$ cat config.mk
export PLATFORM = sky130hd
export DESIGN_NAME = ppa_cordic_cell
export DESIGN_NICKNAME = d
export VERILOG_FILES = /design/src/hdl/ppa_pkg.sv /design/src/hdl/ppa_cordic_cell.sv
export SDC_FILE = /design/constraint.sdc
export NUM_CORES = 1
export LEC_CHECK = 0
export ABC_AREA = 1
export BUFFER_PORTS_ARGS = -buffer_cell sky130_fd_sc_hd__buf_4
export CORE_MARGIN = 3
export CORE_UTILIZATION = 39
export DETAILED_ROUTE_END_ITERATION = 6
export SLEW_MARGIN = 30
export SYNTH_ARGS = -nofsm -noshare
export SYNTH_HDL_FRONTEND = slang
export SYNTH_SLANG_ARGS = --single-unit
$ cat constraint.sdc
create_clock -name clock -period 5.04 [get_ports clock]
set_input_delay 0.756 -clock clock [delete_from_list [all_inputs] [get_ports clock]]
set_output_delay 0.756 -clock clock [all_outputs]
set_load 0.02 [all_outputs]
$ cat src/hdl/ppa_pkg.sv
`default_nettype none
package ppa_pkg;

   localparam int CORDIC_STEPS = 16;
   localparam int TABLE_LEN    = 24;
   localparam int CX_STEPS     = (CORDIC_STEPS > TABLE_LEN) ? TABLE_LEN : CORDIC_STEPS;
   localparam int SQ_CELLS     = 17;
   localparam int CW           = 34;

   localparam logic [1:0] ST_OK       = 2'd0;
   localparam logic [1:0] ST_NZERO    = 2'd1;
   localparam logic [1:0] ST_PARALLEL = 2'd2;

   typedef struct packed {
      logic signed [15:0] normal_x;
      logic signed [15:0] normal_y;
      logic signed [15:0] normal_z;
      logic signed [31:0] target_x;
      logic signed [31:0] target_y;
      logic signed [31:0] target_z;
      logic signed [31:0] hub_x;
      logic signed [31:0] hub_y;
      logic signed [31:0] hub_z;
   } ppa_req_type;

   // sideband that rides along the square root chain
   typedef struct packed {
      logic [1:0]         status;
      logic               on_z;
      logic               nz_pos;
      logic signed [30:0] rsx;
      logic signed [30:0] rsy;
      logic signed [47:0] x;
      logic signed [63:0] y;
   } ppa_sq_side_type;

   typedef struct packed {
      logic [33:0] rad;
      logic [20:0] rem;
      logic [16:0] root;
   } ppa_sq_type;

   typedef struct packed {
      logic [1:0] status;
      logic       vzero;
   } ppa_cx_side_type;

   typedef struct packed {
      logic signed [CW-1:0] x;
      logic signed [CW-1:0] y;
      logic [31:0]          z;
   } ppa_cx_type;

   function automatic logic [6:0] msb_pos(input logic [63:0] v);
      logic [6:0] p;
      p = '0;
      for (int i = 0; i < 64; i++) begin
         if (v[i]) begin
            p = 7'(i);
         end
      end
      return p;
   endfunction

   function automatic logic [63:0] abs64(input logic signed [63:0] v);
      logic [63:0] m;
      m = v[63] ? 64'(-v) : 64'(v);
      return m;
   endfunction

   // shift right, rounding toward zero
   function automatic logic signed [63:0] shr_tz(input logic signed [63:0] v,
                                                 input logic [5:0] k);
      logic [63:0] m;
      m = abs64(v) >> k;
      return v[63] ? -$signed(m) : $signed(m);
   endfunction

   // shift that keeps the largest magnitude below 2^30
   function automatic logic [5:0] down_shift(input logic [63:0] mx);
      logic [6:0] p;
      p = msb_pos(mx);
      return (p > 7'd29) ? 6'(p - 7'd29) : 6'd0;
   endfunction

   function automatic logic [31:0] atan_at(input logic [4:0] i);
      logic [31:0] a;
      unique case (i)
         5'd0:  a = 32'h20000000;
         5'd1:  a = 32'h12E4051E;
         5'd2:  a = 32'h09FB385B;
         5'd3:  a = 32'h051111D4;
         5'd4:  a = 32'h028B0D43;
         5'd5:  a = 32'h0145D7E1;
         5'd6:  a = 32'h00A2F61E;
         5'd7:  a = 32'h00517C55;
         5'd8:  a = 32'h0028BE53;
         5'd9:  a = 32'h00145F2F;
         5'd10: a = 32'h000A2F98;
         5'd11: a = 32'h000517CC;
         5'd12: a = 32'h00028BE6;
         5'd13: a = 32'h000145F3;
         5'd14: a = 32'h0000A2FA;
         5'd15: a = 32'h0000517D;
         5'd16: a = 32'h000028BE;
         5'd17: a = 32'h0000145F;
         5'd18: a = 32'h00000A30;
         5'd19: a = 32'h00000518;
         5'd20: a = 32'h0000028C;
         5'd21: a = 32'h00000146;
         5'd22: a = 32'h000000A3;
         5'd23: a = 32'h00000051;
         default: a = 32'h0;
      endcase
      return a;
   endfunction

endpackage
`default_nettype wire

$ cat src/hdl/ppa_cordic_cell.sv
`default_nettype none
module ppa_cordic_cell (
   input  wire logic                  clock,
   input  wire logic                  reset,
   input  wire logic                  adv,
   input  wire logic [4:0]            step_idx,
   input  wire logic                  in_valid,
   input  ppa_pkg::ppa_cx_type        in_cx,
   input  ppa_pkg::ppa_cx_side_type   in_side,
   output logic                       out_valid,
   output ppa_pkg::ppa_cx_type        out_cx,
   output ppa_pkg::ppa_cx_side_type   out_side
);
   import ppa_pkg::*;

   logic            valid_ff;
   ppa_cx_type      cx_ff, cx_in;
   ppa_cx_side_type side_ff;
   logic signed [CW-1:0] dx, dy;

   // one vectoring rotation, driving y toward zero
   always_comb begin
      dx = in_cx.y >>> step_idx;
      dy = in_cx.x >>> step_idx;
      if (in_cx.y > 0) begin
         cx_in.x = in_cx.x + dx;
         cx_in.y = in_cx.y - dy;
         cx_in.z = in_cx.z + atan_at(step_idx);
      end else begin
         cx_in.x = in_cx.x - dx;
         cx_in.y = in_cx.y + dy;
         cx_in.z = in_cx.z - atan_at(step_idx);
      end
   end

   always_ff @(posedge clock) begin
      if (reset) begin
         valid_ff <= 1'b0;
      end else if (adv) begin
         valid_ff <= in_valid;
      end
   end

   always_ff @(posedge clock) begin
      if (adv) begin
         cx_ff   <= cx_in;
         side_ff <= in_side;
      end
   end

   assign out_valid = valid_ff;
   assign out_cx    = cx_ff;
   assign out_side  = side_ff;

endmodule
`default_nettype wire
==> results.md <==
* Worst Slack Setup Final at 0.327 ns
* Fin. Hold Viols at 0
* CTS Sinks at 104
* Cts bufs inserted at 9
* Leak at 10.6 nW
* RR Startpoint: out_valid$_SDFFE_PP0P_
* Hold Worst Slack at 0.513 ns
* H-tree Lvls at 3
* NumNets Final at 3191
* EDFF count, synth at 103
* N_diodes at 0
* Pwr dens at 281 nW/um^2
* Max-cap violations at 0
* Post-Synth XOR/XNOR Area at 8.90%
* FF-to-FF End: out_valid$_SDFFE_PP0P_
* # DRC at 0
* Yosys warnings at 0
* Grt ovf at 0
* Net Sw Frac at 44.4%
* GPL Wtd Cong at 0.978
* TritonCTS clock tree: built
* Simple-Gate Fraction of Synth Area at 39.7%
* Post-Route WL at 62100 um
* Mux share of post-synthesis cell area at 0.0635%
* Total Neg Setup Slack at 0 ns
* FFs w/ async S/R, synth at 0%
* CP top delay family: compound AO/OA/AOI/OAI gates
* Initial antenna violation count at 0
* Syn Nets at 2713
* Post-synthesis sequential area ratio at 19.8%
* # hold bufs at CTS at 0
* Starting DRT DRC Count at 1402
* Synth Area per Inst at 6.32 um^2
* Minimum clock period at 4.71 ns
* Share of cells above drive strength 1 at 23.1%
* Port buffer count at 215
* Hold Path Stages at 2
* Synth Instances at 2491
* Critical path's slowest cell: ha_1
* Vias at 18567
* Yosys cell types at 57
* Die height at 207 um
* Setup slack at placement at -0.321 ns
* RSZ-0062 raised after global routing: no
* Finished Core Util at 52.3%
* Sum of buffers and inverters on the critical path at 6
* Seq cells post-synth at 104
* Routed len/inst at 17.8 um
* Tightest Pin Transition at 0.529 ns
* Maximum clock path buffer count at 2
* Primary FF master, synth: edfxtp_1
* All-Layer GR Usage at 28.3%
* Global-route wire length before repair at 95000 um
* Detailed Routing Iterations Pass 1 at 6
* Initial core utilization at 40.1%
* CTS root buffer: clkbuf_16
* Worst-Skew Late Latency at 0.38 ns
* Dpl hpwl at 52500 um
* Synth Area in Compound Gates at 13.0%
* Combinational power share at 63.8%
* Post-Layout Inst Area at 20500 um^2
* CP Capture Type: flip-flop
* IO Count at 216
* Pin count of the biggest net entering global routing at 76
* CTS clock-pin slew for the worst setup and hold paths at 0.08 ns
* Worst hold start: out_valid$_SDFFE_PP0P_
* Vias in the first global route at 17538
* Switch Pwr at 2.57 mW
* Die area at 42800 um^2
* Depth of the worst register-to-register path at 2
* Critical path required time at 5.17 ns
* Seq pwr share at 23.5%
* Status: complete, no violations
* Most common cell after layout, fill and taps aside: nand2_1
* Worst min-delay path class: flip-flop to flip-flop
* Final Setup Violations at 0
* Clock skew at 0 ns
* Peak Freq at 212 MHz
* CORE AREA at 39300 um^2
* P&R area growth vs syn at 30.4%
* CP arrival at 4.84 ns
* R2R Setup Slk at 4.45 ns
* Largest family of logic cells by synthesized area: simple AND/OR/NAND/NOR gates
* Period utilisation layout at 93.5%
* Synth Area in Adders at 8.88%
* Startpoint types: input pin
* Via density at 5.32
* Setup Buffers After CTS at 0
* CP max stage delay at 0.33 ns
* Post-Syn Area at 15800 um^2
* Slew headroom at 64.3%
* Routed Antenna Nets at 0
* Peak VDD IR at 189 uV
* WHS Endpoint: out_valid$_SDFFE_PP0P_
* Crit path kind: input pin to flip-flop
* Most frequent cells in the layout: nand2_1 (742), buf_4 (539), nand3_1 (359), inv_1 (236), nor2_1 (197)
* Die W at 207 um
* CP max FO at 30
* Clk network pwr share at 12.7%
* Final Max Slew Viols at 0
* Cell Int Power at 3.22 mW
* Placed inst area at 20100 um^2
* Rows at 72
## Yosys cell counts (9+ instances only)
cell,instances,share of area [%]
nand4_1,26,1.0
buf_2,38,1.2
xor2_1,115,6.4
a31oi_1,33,1.3
edfxtp_1,103,20
a21oi_1,132,4.2
ha_1,107,8.5
nor2_1,200,4.8
clkbuf_1,10,0.24
a21boi_0,10,0.48
xnor2_1,45,2.5
nand2_2,33,1.3
nor3_1,19,0.60
o21ai_1,9,0.29
o21ai_0,85,2.7
buf_6,22,1.6
inv_2,15,0.36
inv_1,236,5.6
o21a_1,13,0.62
nor2_2,10,0.40
nand3_2,9,0.57
nand2_1,743,18
nand3_1,360,11
## cell families after synthesis
group | after synthesis
and+or+nand+nor | 1431
AOI/OAI and AO/OA | 344
buffers and inverters | 341
xor gates and xnor gates | 160
adders and majority gates | 110
DFF | 104
muxes | 1
## tightest hold or removal path: cells and delay by family, from the launching register on
kind	cells	cell delay (ns)
DFF	1	0.33
muxes	1	0.06
and+or+nand+nor	1	0.08
## how the worst max path moves through the flow
stage / end / depth (start not counted) / slack (ns) / from
floorplan: out_cx[23]$_DFFE_PP_ / 27 / 0.36 / step_idx[1]
global placement: out_cx[99]$_DFFE_PP_ / 30 / -0.24 / step_idx[0]
detailed placement: out_cx[99]$_DFFE_PP_ / 33 / -0.32 / step_idx[0]
CTS: out_cx[99]$_DFFE_PP_ / 33 / 0.08 / step_idx[0]
global route: out_cx[99]$_DFFE_PP_ / 33 / 0.005 / step_idx[0]
finish: out_cx[56]$_DFFE_PP_ / 26 / 0.33 / step_idx[0]
## sequential cells by signal, indices dropped and copies added, names as in the netlist
register   cells
out_valid      1
out_side       3
out_cx       100
## stage by stage
step	cells	power, mW
after CTS	3492	5.77
after global routing	3492	6.19
after floorplan	2491	3.40
after global placement	3476	5.00
final	3492	5.78
after detailed placement	3476	5.01
## area by class of cell
type                       count  area, um^2
fill                        4080       18700
multi-input combinational   2046       11200
timing repair buffer         552        4300
sequential                   104        3110
inverter                     256         967
tap                          518         648
clock buffer                   9         225
clock inverter                 7        66.3
## power groups by stage
stage                     logic [mW]  clock network, mW  registers, mW
after floorplan                 1.73                  0           1.67
after global placement          3.62                  0           1.38
after detailed placement        3.63                  0           1.38
after CTS                       3.65              0.761           1.36
after global routing            4.02              0.784           1.38
final                           3.69              0.736           1.36
## layer usage
layer	GRT usage [%]	share of wire, %	up-vias	wire [um]
li1	-	-	9267	-
met1	38.7	45	8648	28200
met2	47.7	47	575	28900
met3	2.87	5.6	77	3460
met4	7.56	2.4	0	1470
met5	0	0	-	0
## repair_timing
item / CTS / global route
hold endpoints to repair: 0 / 0
resized for setup: 0 / 26
endpoints found under the setup margin: 0 / 14
Note: power is estimated with default switching activity, not from simulation.
