--- config.mk ---
export PLATFORM = sky130hd
export DESIGN_NAME = ppa_sqrt_cell
export DESIGN_NICKNAME = d
export VERILOG_FILES = /design/src/hdl/ppa_pkg.sv /design/src/hdl/ppa_sqrt_cell.sv
export SDC_FILE = /design/constraint.sdc
export NUM_CORES = 1
export LEC_CHECK = 0
export BUFFER_PORTS_ARGS = -buffer_cell sky130_fd_sc_hd__buf_4
export CAP_MARGIN = 25
export CORE_AREA = 2 2 197 199
export CTS_BUF_LIST = sky130_fd_sc_hd__clkbuf_4 sky130_fd_sc_hd__clkbuf_8
export CTS_CLUSTER_DIAMETER = 100
export DETAILED_ROUTE_END_ITERATION = 8
export DIE_AREA = 0 0 199 201
export GPL_TIMING_DRIVEN = 0
export MAX_ROUTING_LAYER = met4
export PLACE_DENSITY = 0.58
export REMOVE_ABC_BUFFERS = 1
export SLEW_MARGIN = 40
export SYNTH_ARGS = -nofsm -noshare
export SYNTH_HDL_FRONTEND = slang
export SYNTH_SLANG_ARGS = --single-unit
--- constraint.sdc ---
create_clock -name clock -period 4.05 [get_ports clock]
set_clock_uncertainty 0.05 [all_clocks]
set_input_delay 0.405 -clock clock [delete_from_list [all_inputs] [get_ports clock]]
set_output_delay 0.405 -clock clock [all_outputs]
set_load 0.01 [all_outputs]
--- src/hdl/ppa_pkg.sv ---
`default_nettype none
package ppa_pkg;

   localparam int CORDIC_STEPS = 16;
   localparam int TABLE_LEN    = 24;
   localparam int CX_STEPS     = (CORDIC_STEPS > TABLE_LEN) ? TABLE_LEN : CORDIC_STEPS;
   localparam int SQ_CELLS     = 17;
   localparam int CW           = 34;

   localparam logic [1:0] ST_OK       = 2'd0;
   localparam logic [1:0] ST_NZERO    = 2'd1;
   localparam logic [1:0] ST_PARALLEL = 2'd2;

   typedef struct packed {
      logic signed [15:0] normal_x;
      logic signed [15:0] normal_y;
      logic signed [15:0] normal_z;
      logic signed [31:0] target_x;
      logic signed [31:0] target_y;
      logic signed [31:0] target_z;
      logic signed [31:0] hub_x;
      logic signed [31:0] hub_y;
      logic signed [31:0] hub_z;
   } ppa_req_type;

   // sideband that rides along the square root chain
   typedef struct packed {
      logic [1:0]         status;
      logic               on_z;
      logic               nz_pos;
      logic signed [30:0] rsx;
      logic signed [30:0] rsy;
      logic signed [47:0] x;
      logic signed [63:0] y;
   } ppa_sq_side_type;

   typedef struct packed {
      logic [33:0] rad;
      logic [20:0] rem;
      logic [16:0] root;
   } ppa_sq_type;

   typedef struct packed {
      logic [1:0] status;
      logic       vzero;
   } ppa_cx_side_type;

   typedef struct packed {
      logic signed [CW-1:0] x;
      logic signed [CW-1:0] y;
      logic [31:0]          z;
   } ppa_cx_type;

   function automatic logic [6:0] msb_pos(input logic [63:0] v);
      logic [6:0] p;
      p = '0;
      for (int i = 0; i < 64; i++) begin
         if (v[i]) begin
            p = 7'(i);
         end
      end
      return p;
   endfunction

   function automatic logic [63:0] abs64(input logic signed [63:0] v);
      logic [63:0] m;
      m = v[63] ? 64'(-v) : 64'(v);
      return m;
   endfunction

   // shift right, rounding toward zero
   function automatic logic signed [63:0] shr_tz(input logic signed [63:0] v,
                                                 input logic [5:0] k);
      logic [63:0] m;
      m = abs64(v) >> k;
      return v[63] ? -$signed(m) : $signed(m);
   endfunction

   // shift that keeps the largest magnitude below 2^30
   function automatic logic [5:0] down_shift(input logic [63:0] mx);
      logic [6:0] p;
      p = msb_pos(mx);
      return (p > 7'd29) ? 6'(p - 7'd29) : 6'd0;
   endfunction

   function automatic logic [31:0] atan_at(input logic [4:0] i);
      logic [31:0] a;
      unique case (i)
         5'd0:  a = 32'h20000000;
         5'd1:  a = 32'h12E4051E;
         5'd2:  a = 32'h09FB385B;
         5'd3:  a = 32'h051111D4;
         5'd4:  a = 32'h028B0D43;
         5'd5:  a = 32'h0145D7E1;
         5'd6:  a = 32'h00A2F61E;
         5'd7:  a = 32'h00517C55;
         5'd8:  a = 32'h0028BE53;
         5'd9:  a = 32'h00145F2F;
         5'd10: a = 32'h000A2F98;
         5'd11: a = 32'h000517CC;
         5'd12: a = 32'h00028BE6;
         5'd13: a = 32'h000145F3;
         5'd14: a = 32'h0000A2FA;
         5'd15: a = 32'h0000517D;
         5'd16: a = 32'h000028BE;
         5'd17: a = 32'h0000145F;
         5'd18: a = 32'h00000A30;
         5'd19: a = 32'h00000518;
         5'd20: a = 32'h0000028C;
         5'd21: a = 32'h00000146;
         5'd22: a = 32'h000000A3;
         5'd23: a = 32'h00000051;
         default: a = 32'h0;
      endcase
      return a;
   endfunction

endpackage
`default_nettype wire

--- src/hdl/ppa_sqrt_cell.sv ---
`default_nettype none
module ppa_sqrt_cell (
   input  wire logic                  clock,
   input  wire logic                  reset,
   input  wire logic                  adv,
   input  wire logic                  in_valid,
   input  ppa_pkg::ppa_sq_type        in_sq,
   input  ppa_pkg::ppa_sq_side_type   in_side,
   output logic                       out_valid,
   output ppa_pkg::ppa_sq_type        out_sq,
   output ppa_pkg::ppa_sq_side_type   out_side
);
   import ppa_pkg::*;

   logic            valid_ff;
   ppa_sq_type      sq_ff, sq_in;
   ppa_sq_side_type side_ff;
   logic [20:0]     rem_t, trial;

   // one result bit per cell
   always_comb begin
      rem_t = {in_sq.rem[18:0], in_sq.rad[33:32]};
      trial = {2'b00, in_sq.root, 2'b01};
      sq_in.rad = {in_sq.rad[31:0], 2'b00};
      if (rem_t >= trial) begin
         sq_in.rem  = rem_t - trial;
         sq_in.root = {in_sq.root[15:0], 1'b1};
      end else begin
         sq_in.rem  = rem_t;
         sq_in.root = {in_sq.root[15:0], 1'b0};
      end
   end

   always_ff @(posedge clock) begin
      if (reset) begin
         valid_ff <= 1'b0;
      end else if (adv) begin
         valid_ff <= in_valid;
      end
   end

   always_ff @(posedge clock) begin
      if (adv) begin
         sq_ff   <= sq_in;
         side_ff <= in_side;
      end
   end

   assign out_valid = valid_ff;
   assign out_sq    = sq_ff;
   assign out_side  = side_ff;

endmodule
`default_nettype wire

==> summary.md, run 1 <==
| Metric | Value |
|---|---|
| PwrDens | 407 nW/um^2 |
| Final core utilization | 43.3% |
| Pre-antenna DRT Iters | 4 |
| Vias in the first global route | 7571 |
| RSZ-0062 raised after global routing | no |
| FF-to-FF End | out_valid |
| Largest stage delay, worst path | 540 ps |
| H-tree Lvls | 2 |
| Final-report hold violation count | 0 |
| RR Startpoint | out_valid |
| Antenna violations before repair | 5 |
| Leak | 0.00693 uW |
| Post-CTS setup buffers | 0 |
| Detailed Place HPWL | 21900 um |
| Initial Util | 23.1% |
| CP Class | in2reg |
| WL per Instance | 17.6 um |
| Design area | 16500 sq um |
| Final slew viol count | 0 |
| Core ar. | 38100 sq um |
| Cts bufs inserted | 45 |
| Die height | 201 um |
| Required @ worst endpoint | 4320 ps |
| Peak VDD IR | 216 uV |
| Setup TNS | 0 ps |
| Layout net count | 1504 |
| Reg clk slew, reported paths | 60 ps |
| Number of synthesized flops with an enable pin | 248 |
| CTS root buf | clkbuf_8 |
| # IOs | 505 |
| Worst-margin pin slew | 551 ps |
| Routed WL | 31500 um |
| CP Cell Sequence | dlygate4sd3_1 > buf_4 > inv_1 > ha_1 > a21o_1 > o2111a_1 > nor3b_2 > a21oi_2 > a21oi_4 > buf_16 > inv_2 > mux2_1 |
| Via/cell ratio | 3.96 |
| GRT Residual Overflow | 0 |
| Global-route usage over all layers | 15.6% |
| Min-delay src | in_sq[23] |
| CTS tree | done |
| CP top delay family | compound AO/OA/AOI/OAI gates |
| Run status | complete, no violations |
| Crit path DAT | 3530 ps |
| Area Growth Syn to Fin | 87.2% |
| Fillers | 3440 |
| DRT iter0 DRCs | 323 |
| Crit path launch type | primary input |
| Final Hold Slack | 75.9 ps |
| Final Cycle Share | 80.4% |
| Critical Path Fanout Max | 20 |
| First-pass GRT wire length | 45000 um |
| Later-pin clock latency in the skew report | 580 ps |
| Final Setup Violations | 0 |
| Fin crit period | 3260 ps |
| Placer's final routability congestion estimate | 0.772 |
| Post-placement cell area | 13300 sq um |
| Routed Antenna Nets | 0 |
| Crit-path slowest cell | dlygate4sd3_1 |
| CTS sink count | 249 |
| Ratio of cells with drive above 1 in the final layout | 45.9% |
| Distinct cells, synth | 50 |
| Syn Inst Count | 457 |
| Worst Hold Path EP | out_sq[25] |
| Die Wd | 199 um |
| Slew headroom | 62.9% |
| Clk buf depth | 3 |
| HP Class | in2reg |
| Cells on worst reg2reg path | 3 |
| Register area share after synthesis | 84.8% |
| CTS resizes | 0 |
| Average cell area after synthesis | 19.3 sq um |
| Std-Cell Rows | 72 |
| # port buffers | 500 |
| YS warnings | 0 |
| Fraction of registers with async set/reset | 0% |
| Max cap viols | 0 |
| Seq cells post-synth | 249 |
| Vias | 7069 |
| Crit end category | register |
| Reg-to-reg slack, setup | 2850 ps |
| Die ar. | 40000 sq um |
| Drt drc | 0 |
| Crit path buf inv count | 5 |
| F_max | 0.307 GHz |
| Hold Crit Depth | 3 |
| Syn Std Cell Area | 8800 sq um |
| Primary FF master, synth | edfxtp_1 |
| Largest net degree at the start of global routing | 75 |
[where the power goes]
group | internal (uW) | switching, uW | total, uW
logic | 642 | 503 | 1140
registers | 3090 | 67.3 | 3160
clock network | 1330 | 1080 | 2410
[worst min-delay path: stages]
cell	delay (ps)
buf_4	80
nand2_1	40
o21ai_1	60
[cell usage after synthesis, types with 2 or more instances]
| cell | instances | area share, % |
|---|---|---|
| a21o_1 | 3 | 0.26 |
| a21oi_1 | 16 | 0.91 |
| buf_2 | 3 | 0.17 |
| buf_4 | 2 | 0.17 |
| clkbuf_1 | 2 | 0.085 |
| edfxtp_1 | 248 | 85 |
| ha_1 | 19 | 2.7 |
| inv_1 | 22 | 0.94 |
| mux2i_1 | 2 | 0.23 |
| nand2_1 | 30 | 1.3 |
| nand2b_1 | 5 | 0.36 |
| nand3_1 | 9 | 0.51 |
| nand4_1 | 2 | 0.14 |
| nor2_1 | 14 | 0.60 |
| nor3_1 | 2 | 0.11 |
| o21a_1 | 5 | 0.43 |
| o21ai_0 | 12 | 0.68 |
| o21ai_1 | 13 | 0.74 |
| o31ai_1 | 4 | 0.34 |
| xnor2_1 | 9 | 0.90 |
| xor2_1 | 6 | 0.60 |
[kinds of logic after synthesis]
family / after synthesis / share of synthesized area [%]
fa+ha+maj: 19 / 2.70
compound gates: 71 / 5.49
xor+xnor: 15 / 1.49
simple gates: 69 / 3.71
other cells: 1 / 0.0426
flops: 249 / 84.8
buf+inv: 30 / 1.41
mux: 3 / 0.355
[worst max-delay path by stage]
stage                         from    endpoint  slack [ps]  depth (start not counted)
after global routing      in_sq[1]  out_sq[21]         620                         12
after CTS                 in_sq[1]  out_sq[21]         840                         12
after floorplan           in_sq[1]  out_sq[21]        1120                          9
after detailed placement  in_sq[1]  out_sq[21]         740                         11
after global placement    in_sq[1]  out_sq[21]         540                         10
final                     in_sq[1]  out_sq[21]         790                         12
[metal layers]
metal  up-vias  GRT usage (%)  routed length [um]
li1       3324              -                   -
met1      3373           16.8               11900
met2       305           26.8               16200
met3        67           4.64                2410
met4         0           6.40                1030
met5         -              -                   0
[layout by cell type, fill, tap and decap left out, types with 2 or more instances in the layout]
master,netlist,layout
buf_4,2,499
edfxtp_1,248,248
dlygate4sd3_1,0,229
clkbuf_8,0,46
nand2_1,30,30
inv_1,22,22
ha_1,19,19
a21oi_1,16,16
nor2_1,14,14
o21ai_1,13,13
o21ai_0,12,12
clkinv_1,0,12
nand3_1,9,9
xnor2_1,9,9
clkbuf_4,0,9
xor2_1,6,6
clkinv_2,0,6
diode_2,0,5
nand2b_1,5,5
o21a_1,5,5
o31ai_1,4,4
buf_16,0,4
a21o_1,3,3
bufinv_16,0,3
nand4_1,2,2
nor3_1,2,2
mux2i_1,2,2
conb_1,1,2
[area by class of cell]
type,count,area [sq um],share of cell area [%]
inverters,23,86.3,0.524
diodes,5,12.5,0.0759
flip-flops and latches,249,7470,45.3
multi-input cells,179,1220,7.38
repair buffers,733,6160,37.4
clock buffers,55,701,4.25
clock inverters,24,190,1.15
well taps,518,648,3.93
[repair_timing]
action                                  CTS  global route
hold buffers                            229             0
endpoints found under the setup margin    0             0
endpoints found under the hold margin   228             0
[flip-flops by register name (all words and copies together), names as in the netlist]
name and count:
out_side 178, out_valid 1, out_sq 70
[through the flow]
step                      instances  setup WS [ps]  total power, uW
final                          1786            794             6720
after global routing           1786            618             7010
after CTS                      1781            838             6830
after detailed placement       1473            743             4170
after global placement         1469            539             4150
after floorplan                 451           1120             3490
Power figures use the tool's default switching activity.
==> inputs of run 2 (changes only) <==
- ABC_AREA: default -> 1
- CORE_AREA: 2 2 197 199 -> 2 2 196 198
- DIE_AREA: 0 0 199 201 -> 0 0 198 200
- PLACE_DENSITY: 0.58 -> 0.59
- clock period: 4.05 -> 3.3 ns (I/O delays scaled with it)
==> summary.md, run 2 <==
| Metric | Value |
|---|---|
| Pre-antenna DRT Iters | 4 |
| Ratio of cells with drive above 1 in the final layout | 42.0% |
| H-tree Lvls | 2 |
| Number of synthesized flops with an enable pin | 248 |
| Reg-to-reg slack, setup | 2060 ps |
| Clk buf depth | 3 |
| RSZ-0062 raised after global routing | no |
| Global-route usage over all layers | 17.3% |
| Fin crit period | 2500 ps |
| Final Cycle Share | 75.7% |
| Required @ worst endpoint | 3590 ps |
| Routed Antenna Nets | 0 |
| Initial Util | 24.7% |
| Final slew viol count | 0 |
| Dpl ws | 761 ps |
| Routed wl met2 | 17700 um |
| Cts bufs inserted | 46 |
| Later-pin clock latency in the skew report | 610 ps |
| Placer's final routability congestion estimate | 0.822 |
| Register area share after synthesis | 80.7% |
| Crit path DAT | 2790 ps |
| Die height | 200 um |
| Post-Route M1 WL | 13100 um |
| Post-route setup slack | 803 ps |
| CTS root buf | clkbuf_8 |
| Core ar. | 37400 sq um |
| Via/cell ratio | 4.02 |
| Final Setup Violations | 0 |
| Crit-path slowest cell | dlygate4sd3_1 |
| PwrDens | 488 nW/um^2 |
| Hold Crit Depth | 1 |
| WL per Instance | 17.8 um |
| DR top layer | met4 |
| Fraction of registers with async set/reset | 0% |
| Setup TNS | 0 ps |
| # IOs | 505 |
| HP Class | in2reg |
| Top cells by count, synth | edfxtp_1, nand2_1, inv_1 |
| CTS resizes | 0 |
| Run status | complete, no violations |
| F_max | 0.400 GHz |
| Syn Inst Count | 611 |
| Area Growth Syn to Fin | 84.6% |
| Vias | 7860 |
| Largest net degree at the start of global routing | 75 |
| Routed wl met3 | 2180 um |
| Die ar. | 39600 sq um |
| Routed WL | 34800 um |
| Critical path capture point | out_sq[19] |
| Detailed Place HPWL | 24400 um |
| Average cell area after synthesis | 15.1 sq um |
| CTS sink count | 249 |
| CTS tree | done |
| Primary FF master, synth | edfxtp_1 |
| Reg clk slew, reported paths | 60 ps |
| Cells on worst reg2reg path | 3 |
| GRT Residual Overflow | 0 |
| Crit end category | register |
| Dominant cell type by area after synthesis | edfxtp_1 |
| Largest register FFs | 178 |
| Crit path launch type | primary input |
| Layout net count | 1677 |
| DRT iter0 DRCs | 322 |
| Vias in the first global route | 8066 |
| Syn Std Cell Area | 9260 sq um |
| # port buffers | 500 |
| Crit path from | in_sq[8] |
| Drt drc | 0 |
| Top-count cell post-synth | edfxtp_1 |
| Std-Cell Rows | 71 |
| Area contributors post-synth | edfxtp_1, nand2_1, inv_1, ha_1, nand3_1 |
| CP Class | in2reg |
| RR Startpoint | out_valid |
| Antenna violations before repair | 6 |
| Most frequent cells in the layout | buf_4, edfxtp_1, dlygate4sd3_1 |
| YS warnings | 0 |
| Synth top area share | 80.5% |
| CP Cell Sequence | dlygate4sd3_1 > buf_4 > inv_1 > ha_1 > nand2_1 > inv_1 > nand2_2 > nor2_2 > nand3_1 > nand2_1 > nor2_2 > nand2_4 > inv_2 > nand2_1 > nand2_1 |
| Critical Path Fanout Max | 22 |
| Largest stage delay, worst path | 610 ps |
| Final core utilization | 45.7% |
| Max cap viols | 0 |
| FF-to-FF End | out_valid |
| Peak VDD IR | 276 uV |
| Leak | 0.00754 uW |
| Commonest non-fill, non-tap cell in the layout | buf_4 |
| Crit path top cell by count | nand2_1 |
| First-pass GRT wire length | 48600 um |
| Distinct cells, synth | 28 |
| Die Wd | 198 um |
| Seq cells post-synth | 249 |
| Final-report hold violation count | 0 |
## run 2: logic make-up after synthesis
group / after synthesis / synth area share [%]
DFF: 249 / 80.7
and+or+nand+nor: 236 / 11.1
buffers and inverters: 80 / 3.65
adders and majority gates: 19 / 2.57
AOI/OAI and AO/OA: 17 / 1.07
xor gates and xnor gates: 8 / 0.757
other: 1 / 0.0405
muxes: 1 / 0.108
## run 2: worst min-delay path by stage
| stage | startpoint | to |
|---|---|---|
| finish | adv | out_sq[61] |
| global route | adv | out_sq[61] |
| CTS | adv | out_side[89] |
| detailed placement | reset | out_valid |
| global placement | reset | out_valid |
| floorplan | reset | out_valid |
## run 2: critical path: cells and delay by family
kind	cells	cell delay, ps
AND/OR/NAND/NOR	9	950
buffers and inverters	5	1140
adder cells (fa/ha/maj)	1	350
## run 2: layout make-up
class / count / area, sq um
flip-flops and latches: 249 / 7470
repair buffers: 750 / 6320
clock buffers: 61 / 752
diodes: 8 / 20.0
well taps: 511 / 639
clock inverters: 19 / 155
inverters: 74 / 278
fillers: 3341 / 20300
multi-input cells: 283 / 1450
## run 2: per-layer routing
layer  up-vias  track usage [%]
li1       3723                -
met1      3739             18.6
met2       313             29.1
met3        85             4.39
met4         0             9.97
met5         -                -
## run 2: repair_timing
item	CTS	global route
buffers inserted	0	0
hold buffers	247	0
hold endpoints to repair	246	0
## run 2: report_power, final
group,switching [uW],internal [uW]
clock,1330,1650
combinational,691,797
sequential,79.3,3790
## run 2: per-stage QoR
| step | hold WS [ps] | instances | instance area, sq um | power (uW) |
|---|---|---|---|---|
| after CTS | 29.0 | 1947 | 17100 | 8470 |
| final | 80.1 | 1955 | 17100 | 8340 |
| after detailed placement | 453 | 1620 | 13700 | 5170 |
| after global routing | 49.9 | 1953 | 17100 | 8710 |
| after floorplan | 352 | 606 | 9200 | 4320 |
| after global placement | 445 | 1617 | 13600 | 5150 |
==> inputs of run 3 (changes only) <==
- ABC_AREA: 1 -> 0
- CORE_AREA: 2 2 196 198 -> 2 2 195 197
- DIE_AREA: 0 0 198 200 -> 0 0 197 199
- PLACE_DENSITY: 0.59 -> 0.6
- clock period: 3.3 -> 2.2 ns (I/O delays scaled with it)
==> summary.md, run 3 (synthesized netlist as in run 1, its figures left out) <==
| Metric | Value |
|---|---|
| Largest net degree at the start of global routing | 80 |
| Std-Cell Rows | 71 |
| Run status | complete, no violations |
| Die ar. | 39200 sq um |
| Crit end category | register |
| PwrDens | 736 nW/um^2 |
| Commonest non-fill, non-tap cell in the layout | buf_4 |
| H-tree Lvls | 2 |
| F_max | 0.466 GHz |
| Area Growth Syn to Fin | 89.1% |
| Vias | 7157 |
| Dpl ws | -958 ps |
| Fillers | 3320 |
| Pre-antenna DRT Iters | 4 |
| Final Hold Slack | 137 ps |
| Critical Path Fanout Max | 5 |
| # port buffers | 500 |
| RSZ-0062 raised after global routing | no |
| Storage element area | 7470 sq um |
| WL per Instance | 18.0 um |
| Die Wd | 197 um |
| Detailed Place HPWL | 21700 um |
| Vias in the first global route | 7571 |
| DRT iter0 DRCs | 304 |
| Sw Pwr | 3050 uW |
| Most frequent cells in the layout | buf_4, dlygate4sd3_1, edfxtp_1 |
| CP Class | in2reg |
| Peak VDD IR | 496 uV |
| Largest register FFs | 178 |
| Via/cell ratio | 4.05 |
| CP Cell Sequence | buf_4 > inv_1 > ha_1 > nor2b_4 > o31a_1 > o21a_1 > or2_4 > a211o_1 > a2111oi_4 > xor2_1 |
| Post-route setup slack | 53.4 ps |
| Initial Util | 23.7% |
| Placer's final routability congestion estimate | 0.790 |
| Int Power | 9200 uW |
| Final core utilization | 44.8% |
| Routed Antenna Nets | 0 |
| Ratio of cells with drive above 1 in the final layout | 45.7% |
| Global-route usage over all layers | 15.9% |
| Clk buf depth | 3 |
| Reg clk slew, reported paths | 60 ps |
| CTS sink count | 249 |
| GRT Residual Overflow | 0 |
| First-pass GRT wire length | 45000 um |
| Cts bufs inserted | 47 |
| Final Setup Violations | 0 |
| Leak | 0.00703 uW |
| Sequential Power Share | 47.5% |
| CTS tree | done |
| Final slew viol count | 0 |
| # IOs | 505 |
| Crit path DAT | 2400 ps |
| Antenna violations before repair | 3 |
| Later-pin clock latency in the skew report | 570 ps |
| Post-placement cell area | 13200 sq um |
| Design area | 16600 sq um |
| Routed WL | 31800 um |
| Fin crit period | 2150 ps |
| Die height | 199 um |
| Layout net count | 1528 |
| Crit path launch type | primary input |
| Max cap viols | 0 |
| Comb power frac | 17.4% |
| Crit-path slowest cell | a2111oi_4 |
| Required @ worst endpoint | 2450 ps |
| Drt drc | 0 |
| Largest stage delay, worst path | 380 ps |
| HP Class | in2reg |
| Clock power share | 35.1% |
| Core ar. | 37100 sq um |
| Switch share | 24.9% |
| Area of the multi-input gates | 1230 sq um |
| Final Cycle Share | 97.6% |
| CTS root buf | clkbuf_8 |
| Final-report hold violation count | 0 |
-- run 3: cell type report --
type / count / area share (%)
Antenna cell: 3 / 0.0451
Timing Repair Buffer: 755 / 38.3
Inverter: 23 / 0.519
Sequential cell: 249 / 44.9
Multi-Input combinational cell: 179 / 7.39
Clock buffer: 64 / 4.65
Tap cell: 474 / 3.56
Clock inverter: 21 / 0.639
-- run 3: per-layer routing --
layer / part of all wire [%] / track usage, %
met5: 0 / -
met2: 50 / 26.3
met1: 38 / 17.4
met4: 3.8 / 7.05
met3: 8.3 / 5.53
-- run 3: path summary, 6_finish.rpt --
kind,endpoint,cells past startpoint,start,slack [ps]
min,out_sq[18],4,in_sq[70],140
max,out_sq[37],10,in_sq[0],50
min reg2reg,out_valid,3,out_valid,1090
max reg2reg,out_valid,3,out_valid,950
-- run 3: repair_timing --
action,CTS,global route
hold endpoints to repair,278,0
pin swaps,1,0
gates resized for setup,0,2
buffers inserted,1,0
setup endpoints to repair,13,4
hold buffers,250,0
-- run 3: metrics by stage --
step,TNS [ps],instances,total power [uW]
6_report,0,1768,12200
5_1_grt,0,1768,12800
4_1_cts,0,1765,12400
3_5_place_dp,-14330,1429,7670
3_3_place_gp,-240900,1425,7640
2_1_floorplan,-6690,451,6430
-- run 3: power by group through the flow --
| stage | sequential (uW) | clock, uW | combinational (uW) |
|---|---|---|---|
| 3_3_place_gp | 5910 | 0 | 1730 |
| 3_5_place_dp | 5900 | 0 | 1770 |
| 5_1_grt | 5850 | 4670 | 2280 |
| 2_1_floorplan | 6120 | 0 | 312 |
| 6_report | 5820 | 4300 | 2140 |
| 4_1_cts | 5810 | 4450 | 2150 |
-- run 3: worst max-delay path, delay by kind of cell --
kind / cells / cell delay (ps)
compound gates: 4 / 1190
buf+inv: 2 / 120
xor+xnor: 1 / 120
fa+ha+maj: 1 / 350
simple gates: 2 / 400
